[config.mk]
export PLATFORM = sky130hd
export DESIGN_NAME = nearest_neighbor_pow2_downscaler
export DESIGN_NICKNAME = d
export VERILOG_FILES = /design/src/rtl/core/nnd_pkg.sv /design/src/rtl/core/nnd_cfg.sv /design/src/rtl/core/nnd_scan.sv /design/src/rtl/core/nearest_neighbor_pow2_downscaler.sv
export SDC_FILE = /design/constraint.sdc
export NUM_CORES = 1
export LEC_CHECK = 0
export BUFFER_PORTS_ARGS = -buffer_cell sky130_fd_sc_hd__buf_2
export CORE_MARGIN = 3
export CORE_UTILIZATION = 55
export CTS_CLUSTER_DIAMETER = 60
export CTS_CLUSTER_SIZE = 25
export DETAILED_ROUTE_END_ITERATION = 6
export PLACE_DENSITY = 0.72
export SYNTH_ARGS = -nofsm -noshare
export SYNTH_HDL_FRONTEND = slang
export SYNTH_SLANG_ARGS = --single-unit
[constraint.sdc]
create_clock -name clk_i -period 5.4 [get_ports clk_i]
set_input_delay 0.81 -clock clk_i [delete_from_list [all_inputs] [get_ports clk_i]]
set_output_delay 0.81 -clock clk_i [all_outputs]
set_load 0.005 [all_outputs]
[src/rtl/core/nnd_pkg.sv]
// ----------------------------------------------------------------------------
// Nearest-neighbour downscaler package
// Shared widths, register indices, bus structs and the target-size function.
// ----------------------------------------------------------------------------
package nnd_pkg;

  localparam int unsigned PIX_W   = 8;   // palette index
  localparam int unsigned REG_W   = 12;  // configuration register width
  localparam int unsigned IDX_W   = 4;   // configuration register index width
  localparam int unsigned LOG_W   = 4;   // log2 of the target size, at most 11
  localparam int unsigned TGT_W   = 12;  // target size and output counters, up to 2048

  // Largest power of two that is kept as the target size.
  localparam int unsigned SMALL_POW_MAX = 256;

  // Register reset value.
  localparam logic [REG_W-1:0] REG_RESET = 12'd256;

  // Defaults for the top-level parameters.
  localparam int unsigned MAX_DIMENSION_DEF = 2048;
  localparam int unsigned FRACTION_BITS_DEF = 16;

  // Register indices.
  localparam logic [IDX_W-1:0] REG_HEADER_WIDTH  = 4'd0;
  localparam logic [IDX_W-1:0] REG_HEADER_HEIGHT = 4'd1;
  localparam logic [IDX_W-1:0] REG_IMAGE_WIDTH   = 4'd2;
  localparam logic [IDX_W-1:0] REG_IMAGE_HEIGHT  = 4'd3;

  // Target geometry handed from the configuration block to the scan logic.
  typedef struct packed {
    logic [TGT_W-1:0] tw;
    logic [TGT_W-1:0] th;
    logic             upscale;
  } nnd_tgt_t;

  // Decision for the transaction being accepted.
  typedef struct packed {
    logic emit;
    logic last;
    logic upscale;
  } nnd_res_t;

  // log2 of the power-of-two target for a header size. Powers of two up to
  // the limit are kept, larger powers of two are halved and anything else
  // rounds down to the power of two below it.
  function automatic logic [LOG_W-1:0] target_log(input logic [REG_W-1:0] h);
    logic [REG_W-1:0] hv;
    logic [LOG_W-1:0] p;
    hv = (h == '0) ? REG_W'(1) : h;
    p  = '0;
    for (int i = 1; i < REG_W; i++) begin
      if (hv[i]) begin
        p = LOG_W'(i);
      end
    end
    if (((hv & (hv - REG_W'(1))) == '0) && (hv > REG_W'(SMALL_POW_MAX))) begin
      p = p - LOG_W'(1);
    end
    return p;
  endfunction

endpackage

[src/rtl/core/nnd_cfg.sv]
// ----------------------------------------------------------------------------
// Downscaler configuration
// Holds the size registers and registers the clamped sizes, target sizes and
// accumulator steps derived from them.
// ----------------------------------------------------------------------------
module nnd_cfg #(
  parameter int unsigned MAX_DIMENSION = nnd_pkg::MAX_DIMENSION_DEF,
  parameter int unsigned FRACTION_BITS = nnd_pkg::FRACTION_BITS_DEF,
  localparam int unsigned DIM_W = $clog2(MAX_DIMENSION + 1),
  localparam int unsigned ACC_W = DIM_W + FRACTION_BITS
) (
  input  logic                        clk_i,
  input  logic                        rst_ni,
  input  logic                        cfg_valid_i,
  output logic                        cfg_ready_o,
  input  logic [nnd_pkg::IDX_W-1:0]   cfg_index_i,
  input  logic [nnd_pkg::REG_W-1:0]   cfg_data_i,
  output logic                        clear_o,
  output logic                        busy_o,
  output logic [DIM_W-1:0]            iw_o,
  output logic [DIM_W-1:0]            ih_o,
  output logic [ACC_W-1:0]            col_step_o,
  output logic [ACC_W-1:0]            row_step_o,
  output nnd_pkg::nnd_tgt_t           tgt_o
);

  localparam int unsigned CMP_W = (DIM_W > nnd_pkg::TGT_W) ? DIM_W : nnd_pkg::TGT_W;

  logic [nnd_pkg::REG_W-1:0] hdr_w_q, hdr_h_q, img_w_q, img_h_q;
  logic                      pend_q;
  logic                      wr;
  logic [DIM_W-1:0]          iw_d, ih_d, iw_q, ih_q;
  logic [nnd_pkg::LOG_W-1:0] lw, lh;
  logic [ACC_W-1:0]          col_step_d, row_step_d, col_step_q, row_step_q;
  nnd_pkg::nnd_tgt_t         tgt_d, tgt_q;

  function automatic logic [DIM_W-1:0] clamp_dim(input logic [nnd_pkg::REG_W-1:0] v);
    logic [DIM_W-1:0] r;
    if (v == '0) begin
      r = DIM_W'(1);
    end else if (int'(v) > int'(MAX_DIMENSION)) begin
      r = DIM_W'(MAX_DIMENSION);
    end else begin
      r = DIM_W'(v);
    end
    return r;
  endfunction

  assign cfg_ready_o = 1'b1;
  assign wr          = cfg_valid_i & cfg_ready_o;

  always_ff @(posedge clk_i or negedge rst_ni) begin
    if (!rst_ni) begin
      hdr_w_q <= nnd_pkg::REG_RESET;
      hdr_h_q <= nnd_pkg::REG_RESET;
      img_w_q <= nnd_pkg::REG_RESET;
      img_h_q <= nnd_pkg::REG_RESET;
    end else if (wr) begin
      case (cfg_index_i)
        nnd_pkg::REG_HEADER_WIDTH:  hdr_w_q <= cfg_data_i;
        nnd_pkg::REG_HEADER_HEIGHT: hdr_h_q <= cfg_data_i;
        nnd_pkg::REG_IMAGE_WIDTH:   img_w_q <= cfg_data_i;
        nnd_pkg::REG_IMAGE_HEIGHT:  img_h_q <= cfg_data_i;
        default: ;
      endcase
    end
  end

  // Only a write to a known register restarts the frame.
  always_comb begin
    case (cfg_index_i)
      nnd_pkg::REG_HEADER_WIDTH,
      nnd_pkg::REG_HEADER_HEIGHT,
      nnd_pkg::REG_IMAGE_WIDTH,
      nnd_pkg::REG_IMAGE_HEIGHT: clear_o = wr;
      default:                   clear_o = 1'b0;
    endcase
  end

  // The derived values are registered from the size registers, so the stream
  // input is held off in the cycle after any write and straight after reset.
  always_ff @(posedge clk_i or negedge rst_ni) begin
    if (!rst_ni) begin
      pend_q <= 1'b1;
    end else begin
      pend_q <= wr;
    end
  end

  always_comb begin
    iw_d       = clamp_dim(img_w_q);
    ih_d       = clamp_dim(img_h_q);
    lw         = nnd_pkg::target_log(hdr_w_q);
    lh         = nnd_pkg::target_log(hdr_h_q);
    tgt_d.tw   = nnd_pkg::TGT_W'(1) << lw;
    tgt_d.th   = nnd_pkg::TGT_W'(1) << lh;
    col_step_d = ACC_W'({iw_d, {FRACTION_BITS{1'b0}}}) >> lw;
    row_step_d = ACC_W'({ih_d, {FRACTION_BITS{1'b0}}}) >> lh;
    tgt_d.upscale = (CMP_W'(iw_d) < CMP_W'(tgt_d.tw)) ||
                    (CMP_W'(ih_d) < CMP_W'(tgt_d.th));
  end

  always_ff @(posedge clk_i) begin
    iw_q       <= iw_d;
    ih_q       <= ih_d;
    col_step_q <= col_step_d;
    row_step_q <= row_step_d;
    tgt_q      <= tgt_d;
  end

  assign busy_o     = pend_q;
  assign iw_o       = iw_q;
  assign ih_o       = ih_q;
  assign col_step_o = col_step_q;
  assign row_step_o = row_step_q;
  assign tgt_o      = tgt_q;

endmodule

[src/rtl/core/nnd_scan.sv]
// ----------------------------------------------------------------------------
// Downscaler scan position
// Tracks source and output positions and the default 12.16 accumulators and
// decides whether the accepted pixel is kept.
// ----------------------------------------------------------------------------
module nnd_scan #(
  parameter int unsigned MAX_DIMENSION = nnd_pkg::MAX_DIMENSION_DEF,
  parameter int unsigned FRACTION_BITS = nnd_pkg::FRACTION_BITS_DEF,
  localparam int unsigned DIM_W = $clog2(MAX_DIMENSION + 1),
  localparam int unsigned ACC_W = DIM_W + FRACTION_BITS
) (
  input  logic              clk_i,
  input  logic              rst_ni,
  input  logic              accept_i,
  input  logic              clear_i,
  input  logic [DIM_W-1:0]  iw_i,
  input  logic [DIM_W-1:0]  ih_i,
  input  logic [ACC_W-1:0]  col_step_i,
  input  logic [ACC_W-1:0]  row_step_i,
  input  nnd_pkg::nnd_tgt_t tgt_i,
  output nnd_pkg::nnd_res_t res_o
);

  localparam int unsigned TGT_W = nnd_pkg::TGT_W;

  logic [DIM_W-1:0] src_col_q, src_col_d, src_row_q, src_row_d;
  logic [TGT_W-1:0] out_col_q, out_col_d, out_row_q, out_row_d;
  logic [ACC_W-1:0] col_acc_q, col_acc_d, row_acc_q, row_acc_d;
  logic             col_end, row_end, row_hit, col_hit;

  always_comb begin
    col_end = ({1'b0, src_col_q} + (DIM_W + 1)'(1)) >= {1'b0, iw_i};
    row_end = ({1'b0, src_row_q} + (DIM_W + 1)'(1)) >= {1'b0, ih_i};
    row_hit = !tgt_i.upscale && (out_row_q < tgt_i.th) &&
              (src_row_q == row_acc_q[ACC_W-1:FRACTION_BITS]);
    col_hit = !tgt_i.upscale && (out_col_q < tgt_i.tw) &&
              (src_col_q == col_acc_q[ACC_W-1:FRACTION_BITS]);

    res_o.upscale = tgt_i.upscale;
    if (tgt_i.upscale) begin
      res_o.emit = 1'b1;
      res_o.last = row_end && col_end;
    end else begin
      res_o.emit = row_hit && col_hit;
      res_o.last = ((out_row_q + TGT_W'(1)) == tgt_i.th) &&
                   ((out_col_q + TGT_W'(1)) == tgt_i.tw);
    end
  end

  always_comb begin
    src_col_d = src_col_q;
    src_row_d = src_row_q;
    out_col_d = out_col_q;
    out_row_d = out_row_q;
    col_acc_d = col_acc_q;
    row_acc_d = row_acc_q;
    if (clear_i) begin
      src_col_d = '0;
      src_row_d = '0;
      out_col_d = '0;
      out_row_d = '0;
      col_acc_d = '0;
      row_acc_d = '0;
    end else if (accept_i) begin
      // Passthrough keeps the output counters parked at zero.
      if (tgt_i.upscale) begin
        out_col_d = '0;
        out_row_d = '0;
      end else if (col_hit) begin
        out_col_d = out_col_q + TGT_W'(1);
        col_acc_d = col_acc_q + col_step_i;
      end
      if (col_end) begin
        src_col_d = '0;
        out_col_d = '0;
        col_acc_d = '0;
        if (row_hit) begin
          out_row_d = out_row_q + TGT_W'(1);
          row_acc_d = row_acc_q + row_step_i;
        end
        if (row_end) begin
          src_row_d = '0;
          out_row_d = '0;
          row_acc_d = '0;
        end else begin
          src_row_d = src_row_q + DIM_W'(1);
        end
      end else begin
        src_col_d = src_col_q + DIM_W'(1);
      end
    end
  end

  always_ff @(posedge clk_i or negedge rst_ni) begin
    if (!rst_ni) begin
      src_col_q <= '0;
      src_row_q <= '0;
      out_col_q <= '0;
      out_row_q <= '0;
      col_acc_q <= '0;
      row_acc_q <= '0;
    end else begin
      src_col_q <= src_col_d;
      src_row_q <= src_row_d;
      out_col_q <= out_col_d;
      out_row_q <= out_row_d;
      col_acc_q <= col_acc_d;
      row_acc_q <= row_acc_d;
    end
  end

`ifndef SYNTHESIS
  a_clear_restarts : assert property (@(posedge clk_i) disable iff (!rst_ni)
    clear_i |=> (src_col_q == '0) && (src_row_q == '0) && (out_col_q == '0) &&
                (out_row_q == '0) && (col_acc_q == '0) && (row_acc_q == '0))
    else $error("frame position not cleared after a register write");

  a_pass_parks_output : assert property (@(posedge clk_i) disable iff (!rst_ni)
    (accept_i && tgt_i.upscale) |=> (out_col_q == '0) && (out_row_q == '0))
    else $error("output counters moved during passthrough");

  a_row_wrap : assert property (@(posedge clk_i) disable iff (!rst_ni)
    (accept_i && !clear_i && col_end) |=> (src_col_q == '0) && (col_acc_q == '0))
    else $error("column state not reset at end of a source row");
`endif

endmodule

[src/rtl/core/nearest_neighbor_pow2_downscaler.sv]
// ----------------------------------------------------------------------------
// Nearest-neighbour power-of-two downscaler
// Resamples a raster stream of palette-index pixels to a power-of-two size.
// ----------------------------------------------------------------------------
// One pixel transaction is accepted per clock cycle unless the input is held
// off or a waiting result is not taken, and at most one result appears in
// the next cycle through a registered output stage, which keeps taking
// pixels while a result waits as long as the result is taken in the same
// cycle. The keep-or-drop decision is a compare of the source position
// against the integer part of the row and column accumulators. After reset
// and after every configuration write the stream input is held off while
// the clamped sizes and accumulator steps are registered. A write to a known
// register restarts the frame. Dropped pixels produce no output; tlast marks
// the final pixel of the resampled frame and tuser marks pixels passed
// unscaled because the image is smaller than the target in either dimension.
module nearest_neighbor_pow2_downscaler #(
  parameter int unsigned MAX_DIMENSION = nnd_pkg::MAX_DIMENSION_DEF,
  parameter int unsigned FRACTION_BITS = nnd_pkg::FRACTION_BITS_DEF
) (
  input  logic                      clk_i,
  input  logic                      rst_ni,
  // Configuration write channel
  input  logic                      cfg_valid_i,
  output logic                      cfg_ready_o,
  input  logic [nnd_pkg::IDX_W-1:0] cfg_index_i,
  input  logic [nnd_pkg::REG_W-1:0] cfg_data_i,
  // Pixel input
  input  logic                      s_axis_tvalid,
  output logic                      s_axis_tready,
  input  logic [7:0]                s_axis_tdata,   // [7:0] pixel_in
  // Pixel output
  output logic                      m_axis_tvalid,
  input  logic                      m_axis_tready,
  output logic [7:0]                m_axis_tdata,   // [7:0] pixel_out
  output logic                      m_axis_tlast,   // frame_last
  output logic                      m_axis_tuser    // [0] upscale_flag
);

  localparam int unsigned DIM_W = $clog2(MAX_DIMENSION + 1);
  localparam int unsigned ACC_W = DIM_W + FRACTION_BITS;

  logic                      clear, busy, accept;
  logic [DIM_W-1:0]          iw, ih;
  logic [ACC_W-1:0]          col_step, row_step;
  nnd_pkg::nnd_tgt_t         tgt;
  nnd_pkg::nnd_res_t         res;

  logic                      out_valid_q, out_valid_d;
  logic [nnd_pkg::PIX_W-1:0] out_pix_q;
  logic                      out_last_q, out_user_q;

  nnd_cfg #(
    .MAX_DIMENSION (MAX_DIMENSION),
    .FRACTION_BITS (FRACTION_BITS)
  ) u_cfg (
    .clk_i       (clk_i),
    .rst_ni      (rst_ni),
    .cfg_valid_i (cfg_valid_i),
    .cfg_ready_o (cfg_ready_o),
    .cfg_index_i (cfg_index_i),
    .cfg_data_i  (cfg_data_i),
    .clear_o     (clear),
    .busy_o      (busy),
    .iw_o        (iw),
    .ih_o        (ih),
    .col_step_o  (col_step),
    .row_step_o  (row_step),
    .tgt_o       (tgt)
  );

  nnd_scan #(
    .MAX_DIMENSION (MAX_DIMENSION),
    .FRACTION_BITS (FRACTION_BITS)
  ) u_scan (
    .clk_i      (clk_i),
    .rst_ni     (rst_ni),
    .accept_i   (accept),
    .clear_i    (clear),
    .iw_i       (iw),
    .ih_i       (ih),
    .col_step_i (col_step),
    .row_step_i (row_step),
    .tgt_i      (tgt),
    .res_o      (res)
  );

  assign s_axis_tready = !busy && (!out_valid_q || m_axis_tready);
  assign accept        = s_axis_tvalid && s_axis_tready;

  always_comb begin
    out_valid_d = out_valid_q;
    if (accept) begin
      out_valid_d = res.emit;
    end else if (m_axis_tready) begin
      out_valid_d = 1'b0;
    end
  end

  always_ff @(posedge clk_i or negedge rst_ni) begin
    if (!rst_ni) begin
      out_valid_q <= 1'b0;
    end else begin
      out_valid_q <= out_valid_d;
    end
  end

  always_ff @(posedge clk_i) begin
    if (accept && res.emit) begin
      out_pix_q  <= s_axis_tdata;
      out_last_q <= res.last;
      out_user_q <= res.upscale;
    end
  end

  assign m_axis_tvalid = out_valid_q;
  assign m_axis_tdata  = out_pix_q;
  assign m_axis_tlast  = out_last_q;
  assign m_axis_tuser  = out_user_q;

`ifndef SYNTHESIS
  a_kept_pixel_shown : assert property (@(posedge clk_i) disable iff (!rst_ni)
    (accept && res.emit) |=> m_axis_tvalid)
    else $error("kept pixel did not reach the output register");

  a_hold_after_write : assert property (@(posedge clk_i) disable iff (!rst_ni)
    (cfg_valid_i && cfg_ready_o) |=> !s_axis_tready)
    else $error("pixel input open while derived sizes settle");

  a_out_held : assert property (@(posedge clk_i) disable iff (!rst_ni)
    (m_axis_tvalid && !m_axis_tready) |=> m_axis_tvalid && $stable(m_axis_tdata) &&
                                          $stable(m_axis_tlast) && $stable(m_axis_tuser))
    else $error("waiting output transaction changed before it was taken");
`endif

endmodule
**Yosys cells after proc, flatten, opt, wreduce, memory -nomap -nowiden**

Cells that the tools add are included.

- Register bits after elaboration: 269
- Output and inout bits: 13
- Logic and storage cells: 159

- Add/sub/neg operators: 12
- Order comparisons: 10
- Eq/ne operators: 8
- Shift operators: 4
- Muxes and demuxes: 62
- Bitwise operators: 2
- Reduce and logical (&&, ||, !) cells: 39

Operator list:

| cell | number |
|---|---|
| $mux 12 | 24 |
| $mux 28 | 10 |
| $logic_not 12->1 | 6 |
| $add 28x28->28 | 2 |
| $shr 28x4->28 | 2 |
| $add 12x1->12 const B | 4 |
| $eq 12x12->1 | 4 |
| $lt 12x12->1 | 4 |
| $mux 4 | 10 |
| $add 12x1->13 const B | 2 |
| $ge 13x12->1 | 2 |
| $and 12x12->12 | 2 |
| $gt 12x12->1 const B | 2 |
| $gt 12x9->1 const B | 2 |
| $mux 3 | 8 |
| $shl 1x4->12 const A | 2 |
| $sub 12x1->12 const B | 2 |
| $logic_and 1x1->1 | 12 |
| $reduce_and 2->1 | 6 |
| $mux 2 | 5 |
| $eq 4x2->1 const B | 2 |
| $sub 4x1->4 const B | 2 |
| $reduce_and 3->1 | 2 |
| $reduce_bool 2->1 | 3 |
| 9 further kinds | 17 |

**Logic depth before layout (Yosys ltp)**

Gate-level depths: netlist of run 1.

- Depth after elaboration: 18
- Mapped depth: 21
- Mapped depth without buffers: 19

**Cells and area by module**

A second synthesis of run 1 with hierarchy kept.

- Cells, all modules: 1689
- Area total of the unflattened synthesis: 16010.4 um^2

Modules (own cells, without submodules):

| module | times used | cells each | area each (um^2) | seq. area each (um^2) |
|---|---|---|---|---|
| nnd_scan | 1 | 1042 | 9018.6 | 2602.5 |
| nnd_cfg | 1 | 630 | 6603.8 | 3294.4 |
| nearest_neighbor_pow2_downscaler | 1 | 17 | 387.9 | 325.3 |

**Least setup slack after synthesis of run 1**

Ideal clock, no wire load.

- Path type: register to register
- From: register u_cfg.hdr_w_q[2] (netlist name)
- To: register u_cfg.tgt_q, in the netlist u_cfg.tgt_o[0]
- Setup time: 0.059 ns
- Data arrival time: 4.046 ns
- Slack: 1.296 ns
- Cell stages (with the launch flop): 22
- Clock period less this slack: 4.104 ns
- Cells stage by stage: dfrtp_1 > nand2b_1 > a21oi_1 > o21bai_1 > a21oi_1 > inv_1 > clkbuf_1 > ha_1 > clkbuf_1 > nand2_1 > mux2i_1 > nand2_1 > ha_1 > a21o_1 > a21o_1 > a21o_1 > a21oi_1 > nor2b_1 > o21ai_0 > nand2b_1 > a211oi_1 > a31o_1

RTL lines:

| what | RTL line | source |
|---|---|---|
| start: declaration | nnd_cfg.sv:29 | `logic [nnd_pkg::REG_W-1:0] hdr_w_q, hdr_h_q, img_w_q, img_h_q;` |
| start signal: assignment | nnd_cfg.sv:54 | `hdr_w_q <= nnd_pkg::REG_RESET;` |
| start signal: assignment | nnd_cfg.sv:60 | `nnd_pkg::REG_HEADER_WIDTH: hdr_w_q <= cfg_data_i;` |
| end signal: assignment | nnd_cfg.sv:108 | `tgt_q <= tgt_d;` |
| end: declaration | nnd_cfg.sv:35 | `nnd_pkg::nnd_tgt_t tgt_d, tgt_q;` |

**Worst setup path after layout of run 1**

- From: register u_scan.src_col_q[0]
- To: register u_scan.out_row_q[0]

- Cells in the longest elaborated chain, start to end: 5

Ends and longest elaborated chain:

| what | RTL line | source |
|---|---|---|
| start: declaration | nnd_scan.sv:26 | `logic [DIM_W-1:0] src_col_q, src_col_d, src_row_q, src_row_d;` |
| start signal: assignment | nnd_scan.sv:103 | `src_col_q <= src_col_d;` |
| $add 12x1->13 | nnd_scan.sv:32 | `col_end = ({1'b0, src_col_q} + (DIM_W + 1)'(1)) >= {1'b0, iw_i};` |
| $ge 13x12->1 | nnd_scan.sv:32 |  |
| $mux 12 | nnd_scan.sv:73 | `if (col_end) begin` |
| $mux 12 | nnd_scan.sv:64 | `end else if (accept_i) begin` |
| $mux 12 | nnd_scan.sv:57 | `if (clear_i) begin` |
| end signal: assignment | nnd_scan.sv:106 | `out_row_q <= out_row_d;` |
| end: declaration | nnd_scan.sv:27 | `logic [TGT_W-1:0] out_col_q, out_col_d, out_row_q, out_row_d;` |

Every way passes these cells. The select of a mux whose other input is x is not followed.
A chain may end at the register's enable or synchronous reset.

==> flow_summary.toml, run 1 <==
[status]
status = "finished clean"

[timing]
finalHoldViolCount = 0
rsz0062_at_grt = "no"
layout_min_cycle_time_ns = 4.54
setup_viol = 0
tightest_slew_ns = 1.03
fin_crit_sh_pct = 84.0
final_max_slew_viol_count = 0
setup_tns_ns = 0
skew_ns = 0.0249
slew_headroom_pct = 29.4
max_freq_mhz = 220

[layout]
drive_gt1_share_pct = 11.1
nets = 1889
areaGrowthSynthToFinish_pct = 9.61
antennaDiodeCount = 0
finish.utilization_pct = 62.1

[place]
place_congestion = 0.917
numPortBuffers = 40
dpl.hpwl_microns = 28100

[detailed_routing]
post_drt_wl_per_cell_microns = 18.2
num_vias = 12800
drc = 0
ant_nets = 0
drt_first_pass_iters = 5
via_per_inst = 6.02
drtIter0Drc = 1024
wl_microns = 38800

[yosys]
synth.most_common_cell = "dfrtp_1"
synth_edf_count = 10
synth_area_leaders = "dfrtp_1, dfxtp_1, ha_1"
yosys.area.top_type = "dfrtp_1"
syn_avg_cell_area_sq_um = 9.36
synth_common_cells = "dfrtp_1, nand2_1, ha_1, nor2_1, dfxtp_1"
synth-seq-cells = 265
syn_inst = 1705
post_synth_num_cell_types = 84
ys_warn_count = 0
yosysSeqAreaShare_pct = 38.7
synth_ff_type = "dfrtp_1"
synth_top_area_share_pct = 23.0
syn_area_sq_mm = 0.0160
synthArstFlopShare_pct = 57.4

[job]
maxCapViolCount = 0

[setup_path]
path_max_fanout = 8
crit_type = "flip-flop to flip-flop"
required_ns = 5.88
worstPathArrival_ns = 5.02
end_kind = "flip-flop"
worstRegToRegCells = 13
start_kind = "flip-flop"

[floorplan]
die_y_microns = 176
die_area_sq_mm = 0.0311
die-width_microns = 176
ioPinCount = 42
initial_core_util_pct = 56.7
core_area_sq_mm = 0.0282
row_count = 61

[cts]
clkTransAtPathRegs_ns = 0.07
cts_setup_buffers = 0
clk_path_buf_depth = 3
cts.hold.buffers_added = 0
cts_resized = 0
clock-sinks = 265
cts_tree = "built"
cts_root_buf = "clkbuf_16"
clock_latency_ns = 0.57
cts_buffers = 28
ctsHtreeMaxLevel = 1

[power]
p_leak_nw = 8.17
peakVddDrop_mv = 0.274
p_per_area_mw_per_mm2 = 410

[global_route]
grt_max_degree = 67
overflow = 0
grt_pass1_wl_microns = 63600
grt_pass1_vias = 12300
grtUsageTotal_pct = 24.7
antenna_found_initial = 0

[min_path]
hold_path.class = "primary input to async pin"
[worst paths after layout]
kind	startpoint	to	slack, ns
worst max-delay path	u_scan.src_col_q[0]	u_scan.out_row_q[0]	0.86
worst min-delay path	rst_ni	u_scan.row_acc_q[21]	0.28
worst max register to register	u_scan.src_col_q[0]	u_scan.out_row_q[0]	0.86
worst min register to register	u_scan.col_acc_q[12]	u_scan.col_acc_q[12]	0.49
max in group asynchronous	rst_ni	u_scan.col_acc_q[26]	4.03
min in group clk_i	cfg_valid_i	u_cfg.busy_o	0.37
[sequential cells by signal, indices dropped and copies added, names as in the netlist]
name / flops
u_scan.src_row_q: 12
u_cfg.iw_o: 12
u_cfg.tgt_o: 25
u_cfg.hdr_h_q: 12
u_scan.out_row_q: 12
m_axis_tuser: 1
u_scan.row_acc_q: 27
u_cfg.ih_o: 12
m_axis_tvalid: 1
m_axis_tlast: 1
u_scan.src_col_q: 12
u_cfg.img_h_q: 12
u_cfg.img_w_q: 12
u_cfg.row_step_o: 27
u_scan.out_col_q: 12
u_scan.col_acc_q: 27
u_cfg.col_step_o: 27
u_cfg.hdr_w_q: 12
m_axis_tdata: 8
u_cfg.busy_o: 1
[critical path, cell delays in order, from the launching register on]
cell       delay, ns
dfrtp_1         0.47
ha_1            0.30
nand2_1         0.08
nor3_1          0.41
nand3_1         0.15
xnor2_1         0.20
ha_1            0.28
a21o_1          0.16
a221oi_1        0.39
o2111ai_1       0.21
and2_0          0.32
a211o_1         0.40
o31ai_1         0.79
mux2_2          0.30
[report_power, final]
group	leakage [nW]	switching (mW)	internal [mW]
Clock	0.478	0.873	1.09
Sequential	2.96	0.321	2.35
Combinational	4.73	1.49	1.05
Total	8.17	2.69	4.49
[metrics by stage]
step | std cells | setup WS, ns | hold slack, ns | area, sq um | power, mW
detailed placement | 2079 | 0.933 | 0.478 | 16500 | 5.18
global route | 2131 | 0.508 | 0.311 | 17500 | 7.62
finish | 2131 | 0.863 | 0.276 | 17500 | 7.17
global placement | 2079 | 1.08 | 0.468 | 16500 | 5.12
floorplan | 1708 | 1.30 | 0.454 | 16000 | 4.52
CTS | 2131 | 0.912 | 0.283 | 17500 | 7.19
[layout by cell type (no fill, tap or decap), drive strengths merged, types with 10 or more instances in the layout]
cell	n
mux2	57
a22o	47
nor2b	27
edfxtp	10
a21oi	88
nor3	38
dfrtp	147
ha	127
nor2	107
mux2i	34
dfxtp	103
a211oi	20
xor2	52
o21ai	95
nand4	12
xnor2	77
a21o	35
and3	23
nand2b	40
o21a	20
nand2	139
nor4	16
clkinv	10
nand3	42
clkbuf	33
inv	103
o211ai	10
buf	56
a31oi	14
and2	17
[kinds of logic after synthesis]
logic type	Yosys count	synth area share [%]
flip-flops	265	38.7
AO/OA/AOI/OAI	436	18.7
other	2	0.0471
buffers and inverters	158	3.83
AND/OR/NAND/NOR	495	15.3
adder cells (fa/ha/maj)	129	10.2
multiplexers	91	6.18
XOR/XNOR	129	7.08
[layout make-up]
cell class	count	area, sq um
timing repair buffer	56	327
tap	378	473
clock inverter	19	191
sequential	265	6170
fill	2382	10700
inverter	95	357
multi-input combinational	1285	9220
clock buffer	33	759
[layer usage]
metal	routed length [microns]	track usage [%]	vias up	part of all wire, %
met5	0	0	-	0
met4	745	5.34	0	1.9
met3	2480	2.99	57	6.4
met2	16900	37.6	436	44
met1	18700	37.9	6133	48
li1	-	-	6196	-
(Power assumes the default switching activity.)
==> inputs of run 2 (changes only) <==
--- a/config.mk
+++ b/config.mk
@@ -5,6 +5,7 @@
 export SDC_FILE = /design/constraint.sdc
 export NUM_CORES = 1
 export LEC_CHECK = 0
+export ABC_AREA = 1
 export BUFFER_PORTS_ARGS = -buffer_cell sky130_fd_sc_hd__buf_2
 export CORE_MARGIN = 3
 export CORE_UTILIZATION = 55
==> constraint.sdc (replaced) <==
create_clock -name clk_i -period 4.6 [get_ports clk_i]
set_input_delay 0.69 -clock clk_i [delete_from_list [all_inputs] [get_ports clk_i]]
set_output_delay 0.69 -clock clk_i [all_outputs]
set_load 0.005 [all_outputs]
==> flow_summary.toml, run 2 <==
[status]
status = "complete, but fails checks"
violations = "design-rule violations"

[floorplan]
ioPinCount = 42
initial_core_util_pct = 56.7
die_y_microns = 179
core_area_sq_mm = 0.0292
die_area_sq_mm = 0.0322
die-width_microns = 179
row_count = 62

[setup_path]
crit_type = "flip-flop to flip-flop"
worstPathArrival_ns = 4.44
worstRegToRegCells = 20
worst_r2r_endpoint = "u_scan.row_acc_q[15]"
critPathSlowestCell = "nor3_4"
start_kind = "flip-flop"
crit_path_cell_trace = "inv_1, nor3_1, inv_1, nor2_1, inv_1, nor3_1, nand2_1, nor3_1, xor2_1, inv_1, ha_1, nand4_1, nand3b_1, nand3_2, nor2_4, nor2_4, inv_2, nor3_4, nand2_4, o21ai_0"
r2r-start = "u_scan.src_col_q[2]"
crit_path_max_incr_delay_ns = 0.41
cp_top_family = "simple AND/OR/NAND/NOR gates"
required_ns = 5.06
crit_buf_inv = 5
path_max_fanout = 19
end_kind = "flip-flop"
crit_top_cell = "inv_1"
rrSetupSlack_ns = 0.62

[yosys]
synth_compound_area_share_pct = 12.0
synth_edf_count = 10
syn_avg_cell_area_sq_um = 7.48
synth-adder-area-share_pct = 9.86
ys_warn_count = 0
synth_mux_area_share_pct = 0
synth_top_area_share_pct = 22.3
synth-seq-cells = 265
syn_area_sq_mm = 0.0165
synth_top_family_by_area = "simple AND/OR/NAND/NOR gates"
synthArstFlopShare_pct = 57.4
synth.most_common_cell = "nand2_1"
synth_area_leaders = "dfrtp_1, dfxtp_1, nand2_1"
post_synth_num_cell_types = 59
yosys.area.top_type = "dfrtp_1"
synth_ff_type = "dfrtp_1"
syn_inst = 2211
synth_common_cells = "nand2_1, inv_1, nand3_1, o21ai_0, nor2_1"
yosysSeqAreaShare_pct = 37.3
synthXorXnorAreaFrac_pct = 5.62
synthSimpleGateAreaFrac_pct = 27.2

[detailed_routing]
drtIter0Drc = 1091
ant_nets = 0
via_per_inst = 5.55
drt_first_pass_iters = 7
drc = 1
post_drt_wl_per_cell_microns = 15.9
num_vias = 14700
wl_microns = 42100

[timing]
tightest_slew_ns = 0.988
rsz0062_at_grt = "no"
final_max_slew_viol_count = 0
slew_headroom_pct = 34.1
skew_ns = 0.0186
layout_min_cycle_time_ns = 3.98
whs_ns = 0.0804
setup_tns_ns = 0
setup_viol = 0
finalHoldViolCount = 0
max_freq_mhz = 251
fin_crit_sh_pct = 86.6

[cts]
cts_root_buf = "clkbuf_16"
ctsHtreeMaxLevel = 1
clk_path_buf_depth = 3
cts_tree = "built"
cts_setup_buffers = 0
cts.hold.buffers_added = 0
clock-sinks = 265
clkTransAtPathRegs_ns = 0.09
cts_buffers = 25
clock_latency_ns = 0.56

[power]
p_per_area_mw_per_mm2 = 563
finalPower_mw = 10.1
p_leak_nw = 8.84
peakVddDrop_mv = 0.313

[layout]
final_common_cell = "nand2_1"
finish.utilization_pct = 61.8
drive_gt1_share_pct = 7.47
nets = 2401
seqCellArea_sq_mm = 0.00617
nFillCells = 2634
areaGrowthSynthToFinish_pct = 9.04
multi_input_area_sq_mm = 0.00906
antennaDiodeCount = 0
final_cell_mix = "nand2_1, inv_1, nand3_1, o21ai_0, nor2_1"

[global_route]
overflow = 0
antenna_found_initial = 0
grt_max_degree = 93
grtUsageTotal_pct = 26.2
grt_pass1_wl_microns = 68200
grt_pass1_vias = 13600

[place]
numPortBuffers = 40
dpl.hpwl_microns = 32300
place_congestion = 0.968

[min_path]
hold_path.class = "primary input to async pin"

[job]
maxCapViolCount = 0
-- run 2: logic make-up (layout without fill, tap and decap cells) --
| logic type | Yosys count | count (layout) |
|---|---|---|
| AOI/OAI and AO/OA | 355 | 355 |
| xor gates and xnor gates | 106 | 106 |
| adders and majority gates | 129 | 129 |
| buffers and inverters | 337 | 385 |
| DFF | 265 | 265 |
| other | 2 | 5 |
| and+or+nand+nor | 1017 | 1017 |
-- run 2: worst reg2reg max path: stages (launching register included) --
cell	delay (ns)
dfrtp_1	0.40
inv_1	0.09
nor3_1	0.20
inv_1	0.07
nor2_1	0.08
inv_1	0.07
nor3_1	0.18
nand2_1	0.13
nor3_1	0.19
xor2_1	0.18
inv_1	0.07
ha_1	0.31
nand4_1	0.14
nand3b_1	0.20
nand3_2	0.13
nor2_4	0.09
nor2_4	0.27
inv_2	0.11
nor3_4	0.41
nand2_4	0.29
o21ai_0	0.25
-- run 2: power breakdown --
part           switching (mW)  internal (mW)
registers               0.466           2.88
clock network            1.12           1.11
logic                    2.98           1.59
-- run 2: routing by layer --
layer | wire (microns) | up-vias | GRT usage, %
met5 | 0 | - | 0
met4 | 872 | 0 | 5.32
met3 | 2950 | 66 | 4.09
met2 | 18100 | 438 | 40.8
met1 | 20100 | 6834 | 38.7
li1 | - | 7358 | -
-- run 2: worst max-delay path by stage --
stage | cells past startpoint | startpoint | to
after detailed placement | 20 | u_scan.src_col_q[2] | u_scan.row_acc_q[15]
after global routing | 21 | u_scan.src_col_q[2] | u_scan.row_acc_q[15]
after CTS | 20 | u_scan.src_col_q[2] | u_scan.row_acc_q[15]
after global placement | 20 | u_scan.src_col_q[2] | u_scan.row_acc_q[10]
final | 20 | u_scan.src_col_q[2] | u_scan.row_acc_q[15]
after floorplan | 23 | u_scan.src_col_q[0] | u_scan.out_col_q[0]
-- run 2: repair_timing --
item | in CTS | in global routing
resized for setup | 0 | 1
endpoints found under the setup margin | 0 | 9
endpoints found under the hold margin | 0 | 0
-- run 2: per-stage QoR --
step                      std cells  area, sq um  worst slack (ns)
after global placement         2600        17100             0.716
after detailed placement       2600        17100             0.544
after CTS                      2646        18000             0.504
after global routing           2646        18000            0.0729
final                          2646        18000             0.618
after floorplan                2214        16500              1.45
-- run 2: layout make-up --
cell class / instances / area share (%)
multi-input cells: 1612 / 50.2
clock buffers: 26 / 3.49
clock inverters: 20 / 1.60
well taps: 384 / 2.67
inverters: 284 / 5.91
repair buffers: 55 / 1.84
flip-flops and latches: 265 / 34.2
